===== src/hdl/ypdm_pkg.sv =====
// Shared types, constants and helpers for the yaw PD differential mixer.
// Self-contained; imported by ypdm_cfg, yaw_pd_differential_mixer, wheel_cmd_checker and tb.
package ypdm_pkg;

  // Angle handling, 0.01 degree units
  localparam logic signed [17:0] HALF_TURN = 18'sd18000;
  localparam logic signed [17:0] FULL_TURN = 18'sd36000;

  // Rounding and scaling of the Q8.8 * 0.01 degree product (scale 25600 = 256 * 100)
  localparam logic [36:0] GAIN_HALF = 37'd12800;
  // Quotient by 100 reaches 4096 or more: saturate instead of dividing
  localparam logic [28:0] SAT_LEVEL = 29'd409600;
  // ceil(2^26 / 100), exact floor division by 100 for inputs below 2^19
  localparam logic [19:0] RECIP_100 = 20'd671089;
  localparam int unsigned RECIP_SHIFT = 26;

  localparam int unsigned CFG_IDX_W  = 3;
  localparam int unsigned CFG_DATA_W = 16;

  typedef enum logic [CFG_IDX_W-1:0] {
    REG_ENABLE  = 3'd0,
    REG_TARGET  = 3'd1,
    REG_BASE    = 3'd2,
    REG_PGAIN   = 3'd3,
    REG_RGAIN   = 3'd4,
    REG_INVERT  = 3'd5,
    REG_CLIMIT  = 3'd6,
    REG_TLIMIT  = 3'd7
  } cfg_idx_e;

  typedef enum logic [1:0] {
    ACT_NONE = 2'd0,
    ACT_ZERO = 2'd1,
    ACT_CMD  = 2'd2
  } action_e;

  typedef struct packed {
    logic               enable;
    logic signed [15:0] target_yaw;
    logic signed [12:0] base_speed;
    logic [15:0]        prop_gain;
    logic [15:0]        rate_gain;
    logic               invert_direction;
    logic [11:0]        correction_limit;
    logic [11:0]        target_limit;
  } cfg_t;

  // Wrap an angle difference into [-18000, 18000]; one step covers all inputs here
  function automatic logic signed [15:0] wrap_angle(input logic signed [16:0] a);
    logic signed [17:0] w;
    w = 18'(a);
    if (w > HALF_TURN) begin
      w = w - FULL_TURN;
    end else if (w < -HALF_TURN) begin
      w = w + FULL_TURN;
    end
    return signed'(w[15:0]);
  endfunction

  // Clamp a signed speed to +-lim
  function automatic logic signed [13:0] clamp_mag(input logic signed [13:0] v,
                                                   input logic [11:0] lim);
    logic signed [13:0] s;
    s = signed'({2'b00, lim});
    if (v > s) begin
      return s;
    end else if (v < -s) begin
      return -s;
    end
    return v;
  endfunction

endpackage


===== src/hdl/ypdm_cfg.sv =====
// Configuration register file of the yaw PD mixer: wraps the target heading
// and clamps the base speed on write. Depends on ypdm_pkg.
module ypdm_cfg (
  input  logic                               clk_i,
  input  logic                               rst_ni,
  input  logic                               cfg_we_i,
  input  logic [ypdm_pkg::CFG_IDX_W-1:0]     cfg_idx_i,
  input  logic [ypdm_pkg::CFG_DATA_W-1:0]    cfg_data_i,
  output ypdm_pkg::cfg_t                     cfg_o
);
  import ypdm_pkg::*;

  cfg_t               cfg_q, cfg_d;
  logic signed [13:0] base_clamped;

  // Base speed is clamped against the limit held at write time
  assign base_clamped = clamp_mag(14'(signed'(cfg_data_i[12:0])), cfg_q.target_limit);

  // Register write decode
  always_comb begin
    cfg_d = cfg_q;
    if (cfg_we_i) begin
      case (cfg_idx_e'(cfg_idx_i))
        REG_ENABLE: cfg_d.enable           = cfg_data_i[0];
        REG_TARGET: cfg_d.target_yaw       = wrap_angle(17'(signed'(cfg_data_i)));
        REG_BASE:   cfg_d.base_speed       = base_clamped[12:0];
        REG_PGAIN:  cfg_d.prop_gain        = cfg_data_i;
        REG_RGAIN:  cfg_d.rate_gain        = cfg_data_i;
        REG_INVERT: cfg_d.invert_direction = cfg_data_i[0];
        REG_CLIMIT: cfg_d.correction_limit = cfg_data_i[11:0];
        REG_TLIMIT: cfg_d.target_limit     = cfg_data_i[11:0];
        default:    cfg_d = cfg_q;
      endcase
    end
  end

  always_ff @(posedge clk_i or negedge rst_ni) begin
    if (!rst_ni) begin
      cfg_q <= '0;
    end else begin
      cfg_q <= cfg_d;
    end
  end

  assign cfg_o = cfg_q;

endmodule


===== src/hdl/yaw_pd_differential_mixer.sv =====
// Yaw PD heading controller with differential-drive mixing.
// Pipeline: input register, product stage, rounding stage, divide-by-100 multiply stage,
// result register. Throughput: one request per cycle unless the pipe is full behind a
// held result; each stage has its own valid, so bubbles absorb stalls.
// Reset (async, active low) clears all stage valids and every configuration register.
module yaw_pd_differential_mixer (
  input  logic                            clk_i,
  input  logic                            rst_ni,
  // configuration
  input  logic                            cfg_we_i,
  input  logic [ypdm_pkg::CFG_IDX_W-1:0]  cfg_idx_i,
  input  logic [ypdm_pkg::CFG_DATA_W-1:0] cfg_data_i,
  // request channel
  input  logic                            in_valid_i,
  output logic                            in_ready_o,
  input  logic signed [15:0]              current_yaw_i,
  input  logic signed [18:0]              yaw_rate_i,
  input  logic                            gyro_ready_i,
  input  logic [15:0]                     period_us_i,
  // result channel
  output logic                            out_valid_o,
  input  logic                            out_ready_i,
  output ypdm_pkg::action_e               action_o,
  output logic signed [12:0]              left_speed_o,
  output logic signed [12:0]              right_speed_o,
  output logic signed [12:0]              correction_o
);
  import ypdm_pkg::*;

  cfg_t cfg;

  ypdm_cfg u_cfg (
    .clk_i      (clk_i),
    .rst_ni     (rst_ni),
    .cfg_we_i   (cfg_we_i),
    .cfg_idx_i  (cfg_idx_i),
    .cfg_data_i (cfg_data_i),
    .cfg_o      (cfg)
  );

  // Stage valids and advance chain
  logic v1_q, v2_q, v3_q, v4_q, vo_q;
  logic adv1, adv2, adv3, adv4, advo;

  assign advo = !vo_q || out_ready_i;
  assign adv4 = !v4_q || advo;
  assign adv3 = !v3_q || adv4;
  assign adv2 = !v2_q || adv3;
  assign adv1 = !v1_q || adv2;
  assign in_ready_o = adv1;

  always_ff @(posedge clk_i or negedge rst_ni) begin
    if (!rst_ni) begin
      v1_q <= 1'b0;
      v2_q <= 1'b0;
      v3_q <= 1'b0;
      v4_q <= 1'b0;
      vo_q <= 1'b0;
    end else begin
      if (adv1) v1_q <= in_valid_i;
      if (adv2) v2_q <= v1_q;
      if (adv3) v3_q <= v2_q;
      if (adv4) v4_q <= v3_q;
      if (advo) vo_q <= v4_q;
    end
  end

  // Stage 1: input register, action decided up front
  action_e            s1_act_d, s1_act_q;
  logic signed [15:0] s1_yaw_q;
  logic signed [18:0] s1_rate_q;

  always_comb begin
    if (!cfg.enable || (period_us_i == '0)) begin
      s1_act_d = ACT_NONE;
    end else if (!gyro_ready_i) begin
      s1_act_d = ACT_ZERO;
    end else begin
      s1_act_d = ACT_CMD;
    end
  end

  always_ff @(posedge clk_i) begin
    if (adv1) begin
      s1_act_q  <= s1_act_d;
      s1_yaw_q  <= current_yaw_i;
      s1_rate_q <= yaw_rate_i;
    end
  end

  // Stage 2: heading error and the two gain products
  logic signed [16:0] yaw_diff;
  logic signed [15:0] yaw_err;
  logic signed [32:0] s2_pp_d, s2_pp_q;
  logic signed [35:0] s2_rp_d, s2_rp_q;
  action_e            s2_act_q;

  assign yaw_diff = 17'(cfg.target_yaw) - 17'(s1_yaw_q);
  assign yaw_err  = wrap_angle(yaw_diff);
  assign s2_pp_d  = 33'(signed'({1'b0, cfg.prop_gain})) * 33'(yaw_err);
  assign s2_rp_d  = 36'(signed'({1'b0, cfg.rate_gain})) * 36'(s1_rate_q);

  always_ff @(posedge clk_i) begin
    if (adv2) begin
      s2_act_q <= s1_act_q;
      s2_pp_q  <= s2_pp_d;
      s2_rp_q  <= s2_rp_d;
    end
  end

  // Stage 3: difference, direction, magnitude, round and drop the Q8 fraction
  logic signed [36:0] num_raw, num;
  logic [36:0]        mag_full;
  logic [36:0]        rounded;
  logic [28:0]        scaled;
  logic               s3_neg_q, s3_sat_q;
  logic [18:0]        s3_y_q;
  action_e            s3_act_q;

  assign num_raw  = 37'(s2_pp_q) - 37'(s2_rp_q);
  assign num      = cfg.invert_direction ? -num_raw : num_raw;
  assign mag_full = num[36] ? unsigned'(-num) : unsigned'(num);
  assign rounded  = {1'b0, mag_full[35:0]} + GAIN_HALF;
  assign scaled   = rounded[36:8];

  always_ff @(posedge clk_i) begin
    if (adv3) begin
      s3_act_q <= s2_act_q;
      s3_neg_q <= num[36];
      s3_sat_q <= (scaled >= SAT_LEVEL);
      s3_y_q   <= scaled[18:0];
    end
  end

  // Stage 4: divide by 100 through a reciprocal multiply
  logic [38:0] s4_qp_q;
  logic        s4_neg_q, s4_sat_q;
  action_e     s4_act_q;

  always_ff @(posedge clk_i) begin
    if (adv4) begin
      s4_act_q <= s3_act_q;
      s4_neg_q <= s3_neg_q;
      s4_sat_q <= s3_sat_q;
      s4_qp_q  <= 39'(s3_y_q) * 39'(RECIP_100);
    end
  end

  // Result stage: clamp correction, mix into wheels, clamp wheels
  logic [11:0]        quot;
  logic [11:0]        corr_mag;
  logic signed [13:0] corr;
  logic signed [13:0] left_mix, right_mix;
  logic signed [12:0] left_d, right_d, corr_d;
  action_e            act_q;
  logic signed [12:0] left_q, right_q, corr_q;

  assign quot     = s4_qp_q[RECIP_SHIFT+11:RECIP_SHIFT];
  assign corr_mag = (s4_sat_q || (quot > cfg.correction_limit)) ? cfg.correction_limit : quot;
  assign corr     = s4_neg_q ? -signed'({2'b00, corr_mag}) : signed'({2'b00, corr_mag});
  assign left_mix  = clamp_mag(14'(cfg.base_speed) - corr, cfg.target_limit);
  assign right_mix = clamp_mag(14'(cfg.base_speed) + corr, cfg.target_limit);

  always_comb begin
    if (s4_act_q == ACT_CMD) begin
      left_d  = left_mix[12:0];
      right_d = right_mix[12:0];
      corr_d  = corr[12:0];
    end else begin
      left_d  = '0;
      right_d = '0;
      corr_d  = '0;
    end
  end

  always_ff @(posedge clk_i) begin
    if (advo) begin
      act_q   <= s4_act_q;
      left_q  <= left_d;
      right_q <= right_d;
      corr_q  <= corr_d;
    end
  end

  assign out_valid_o   = vo_q;
  assign action_o      = act_q;
  assign left_speed_o  = left_q;
  assign right_speed_o = right_q;
  assign correction_o  = corr_q;

`ifndef SYNTHESIS
  // Input side only stalls when the whole pipe is full behind a held result
  a_stall_source: assert property (@(posedge clk_i) disable iff (!rst_ni)
    !in_ready_o |-> (out_valid_o && !out_ready_i && v1_q && v2_q && v3_q && v4_q))
    else $error("request side stalled without a full, blocked pipeline");

  // Anything other than a new command carries zero speeds and correction
  a_zero_fields: assert property (@(posedge clk_i) disable iff (!rst_ni)
    (out_valid_o && (action_o != ACT_CMD)) |->
      (left_speed_o == '0 && right_speed_o == '0 && correction_o == '0))
    else $error("non-command result with nonzero speed fields");

  // A taken result with an empty stage behind it leaves the output empty
  a_drain: assert property (@(posedge clk_i) disable iff (!rst_ni)
    (out_valid_o && out_ready_i && !v4_q) |=> !out_valid_o)
    else $error("result appeared with no request in the last stage");
`endif

endmodule


===== config.mk =====
export PLATFORM = sky130hd
export DESIGN_NAME = yaw_pd_differential_mixer
export DESIGN_NICKNAME = d
export VERILOG_FILES = /design/src/hdl/ypdm_pkg.sv /design/src/hdl/ypdm_cfg.sv /design/src/hdl/yaw_pd_differential_mixer.sv
export SDC_FILE = /design/constraint.sdc
export NUM_CORES = 2
export LEC_CHECK = 0
export BUFFER_PORTS_ARGS = -buffer_cell sky130_fd_sc_hd__clkbuf_2
export CAP_MARGIN = 20
export CORE_MARGIN = 8
export CORE_UTILIZATION = 50
export CTS_CLUSTER_SIZE = 24
export DETAILED_ROUTE_END_ITERATION = 16
export MAX_ROUTING_LAYER = met4
export PLACE_DENSITY = 0.67
export SLEW_MARGIN = 40
export SYNTH_ARGS = -nofsm -noshare
export SYNTH_HDL_FRONTEND = slang
export SYNTH_SLANG_ARGS = --single-unit

===== constraint.sdc =====
create_clock -name clk_i -period 11.54 [get_ports clk_i]
set_clock_uncertainty 0.1 [all_clocks]
set_input_delay 0.577 -clock clk_i [delete_from_list [all_inputs] [get_ports clk_i]]
set_output_delay 0.577 -clock clk_i [all_outputs]
set_load 0.005 [all_outputs]

==> metrics.md <==
| Metric | Value |
|---|---|
| Status | finished clean |
| CTS buffer count | 36 |
| Initial antenna violation count | 8 |
| Global route total overflow | 0 |
| Routed WL | 118000 um |
| TritonCTS clock tree | done |
| Die Footprint | 104000 um2 |
| Kind of critical path | reg2reg |
| Actual slew at the worst max-slew pin | 0.874 ns |
| Slew Viols, Final | 0 |
| First-pass GRT wire length | 191000 um |
| Critical Path Source Type | register |
| Clk buf depth | 3 |
| Routed vias | 35100 |
| Mean routed wirelength per cell | 18.6 um |
| Min-delay worst type | in2reg |
| Root Driver | clkbuf_16 |
| Simple-gate portion of the synthesized area | 14.9% |
| FP Rows | 112 |
| Starting Density | 50.3% |
| Min Tclk post-route | 10.67 ns |
| Mapped Avg Cell Area | 9.33 um2 |
| CTS clk-pin slew, worst paths | 0.06 ns |
| Max-cap viol count | 0 |
| # setup viols final | 0 |
| Adder-Cell Fraction of Synth Area | 41.5% |
| Worst path max stage delay | 0.54 ns |
| FFs w/ async S/R, synth | 32.9% |
| Main combinational cell family by area after synthesis | adder cells |
| Worst EP required | 11.77 ns |
| Final period utilization | 92.4% |
| Syn. warnings | 0 |
| RSZ-0062 raised after global routing | no |
| Syn_nets | 6274 |
| Slowest CP cell | fa_1 |
| GRT Util Overall | 23.6% |
| Sequential share of the synthesized area | 17.0% |
| Post-synth EDFFs | 188 |
| DPL Wire Length | 94700 um |
| Max frequency | 93.7 MHz |
| Cell area after synthesis | 46800 um2 |
| Vias/cell | 5.54 |
| Clk_lat worst skew | 0.59 ns |
| # IOs | 119 |
| Die Ht | 322 um |
| RePlAce Congestion | 0.932 |
| Proportion of synthesized area in mux cells | 2.04% |
| Clock sink count | 280 |
| Compound-Gate Fraction of Synth Area | 11.4% |
| Synth Register Bits | 280 |
| Synth Area in XOR/XNOR | 4.37% |
| Initial drt markers | 2462 |
| First drt pass iteration count | 6 |
| Slew margin rel. | 41.3% |
| H-Tree Depth | 2 |
| CP max FO | 16 |
| Vias in the first global route | 35600 |
| Die X | 322 um |
| Setup crit end kind | register |
| DRC errors left | 0 |
| Synth unique cells | 106 |
| Final hold vios | 0 |
| CORE AREA | 93000 um2 |
| Port-buffer cells | 118 |
| Syn Inst Count | 5021 |
| Layout Nets | 6308 |
| Setup TNS | 0 ns |
| Arrival @ worst endpoint | 10.90 ns |
| Layout cell share with drive strength beyond 1 | 7.59% |
| Dominant synthesized flop cell | edfxtp_1 |
| Largest net degree at the start of global routing | 74 |
| Top cell by count, worst path | inv_1 |
| Antenna Nets Post-Route | 0 |
| P&R area growth vs syn | 6.86% |
kinds of logic (layout without fill, tap and decap cells):
family | after synthesis | count (layout)
flops | 280 | 280
compound gates | 781 | 781
other cells | 0 | 7
simple gates | 1370 | 1370
xor+xnor | 231 | 231
mux | 88 | 88
buf+inv | 1094 | 1156
fa+ha+maj | 1177 | 1177
worst paths after layout:
path	endpoint	slack, ns	startpoint	depth (start not counted)
setup / recovery	s2_pp_q[31]	0.87	u_cfg.cfg_o[70]	45
hold / removal	s1_yaw_q[15]	0.06	current_yaw_i[15]	1
setup reg to reg	s2_pp_q[31]	0.87	u_cfg.cfg_o[70]	45
hold reg to reg	s3_act_q[0]	0.32	s2_act_q[0]	0
max in group asynchronous	u_cfg.cfg_o[71]	9.84	rst_ni	3
min in group asynchronous	u_cfg.cfg_o[64]	0.44	rst_ni	2
cell usage in the layout (no fill, tap or decap), drive strengths merged, types with 66 or more instances in the layout:
cell type / netlist / layout
a21oi: 181 / 181
and2: 286 / 286
clkbuf: 158 / 159
dfrtp: 92 / 92
edfxtp: 188 / 188
fa: 630 / 630
ha: 547 / 547
inv: 915 / 921
nand2: 412 / 412
nor2: 241 / 241
nor3: 90 / 90
o21a: 80 / 80
o21ai: 167 / 167
xnor2: 165 / 165
xor2: 66 / 66
Yosys cell counts, types with 30 or more instances:
cell type    n  area [um2]
o21ai_0    154         771
clkbuf_1   158         593
a21oi_1    171         856
dfrtp_1     92        2300
and3_1      30         188
nand3_1     58         290
nand2b_1    37         231
a21o_1      55         413
nand2_1    411        1540
o21a_1      79         593
and2_1     286        1790
xor2_1      65         569
nor2_1     241         905
a211oi_1    31         233
nand4_1     30         188
xnor2_1    163        1430
nor3_1      84         420
mux2_2      60         676
or3_1       32         200
fa_1       630       12600
ha_1       547        6840
nor2b_1     52         325
edfxtp_1   188        5650
inv_1      915        3430
layout make-up:
cell class	instances	area (um2)
flip-flops and latches	280	7950
clock inverters	24	240
repair buffers	175	1040
fillers	8481	43000
diodes	7	17.5
multi-input cells	3647	34800
inverters	915	3430
well taps	1254	1570
clock buffers	42	945
worst max-delay path, delay by kind of cell, from the launching register on:
| family | cells | cell delay (ns) |
|---|---|---|
| AO/OA/AOI/OAI | 22 | 4.49 |
| adder cells (fa/ha/maj) | 9 | 3.76 |
| flip-flops | 1 | 0.38 |
| XOR/XNOR | 2 | 0.31 |
| buffers and inverters | 8 | 0.62 |
| AND/OR/NAND/NOR | 4 | 0.76 |
flip-flops by register name, summed over array words and instances (netlist names), 12 cells and up:
register and flops:
s1_yaw_q 16, correction_o 13, u_cfg.cfg_o 87, s2_pp_q 33
s2_rp_q 36, s1_rate_q 19, left_speed_o 13, s3_y_q 19
right_speed_o 13, s4_qp_q 12
timing repair:
action,4_1_cts,5_1_grt
hold buffers,0,1
buffers inserted,0,0
resized for setup,0,6
hold endpoints to repair,0,52
setup endpoints to repair,0,2
metrics by stage:
stage	util, %	instance area [um2]	hold WS [ns]	setup slack [ns]	cells
floorplan	-	46800	0.181	1.35	5021
global route	53.8	50000	0.0470	0.0533	6342
CTS	53.7	49900	0.00590	0.539	6334
global placement	52.3	48700	0.302	0.676	6266
detailed placement	52.4	48800	0.305	0.528	6268
finish	53.8	50000	0.0630	0.873	6344
layer usage:
metal,track usage [%],wire length (um),part of all wire (%),up-vias
met2,38.4,55800,47,989
met4,7.65,3940,3.3,0
met3,3.16,6820,5.8,198
li1,-,-,-,16500
met1,30.7,51100,43,17400
met5,-,0,0,-
Power is not shown: default switching activity piles up to over one toggle a cycle in this logic, so the estimate is an artifact.
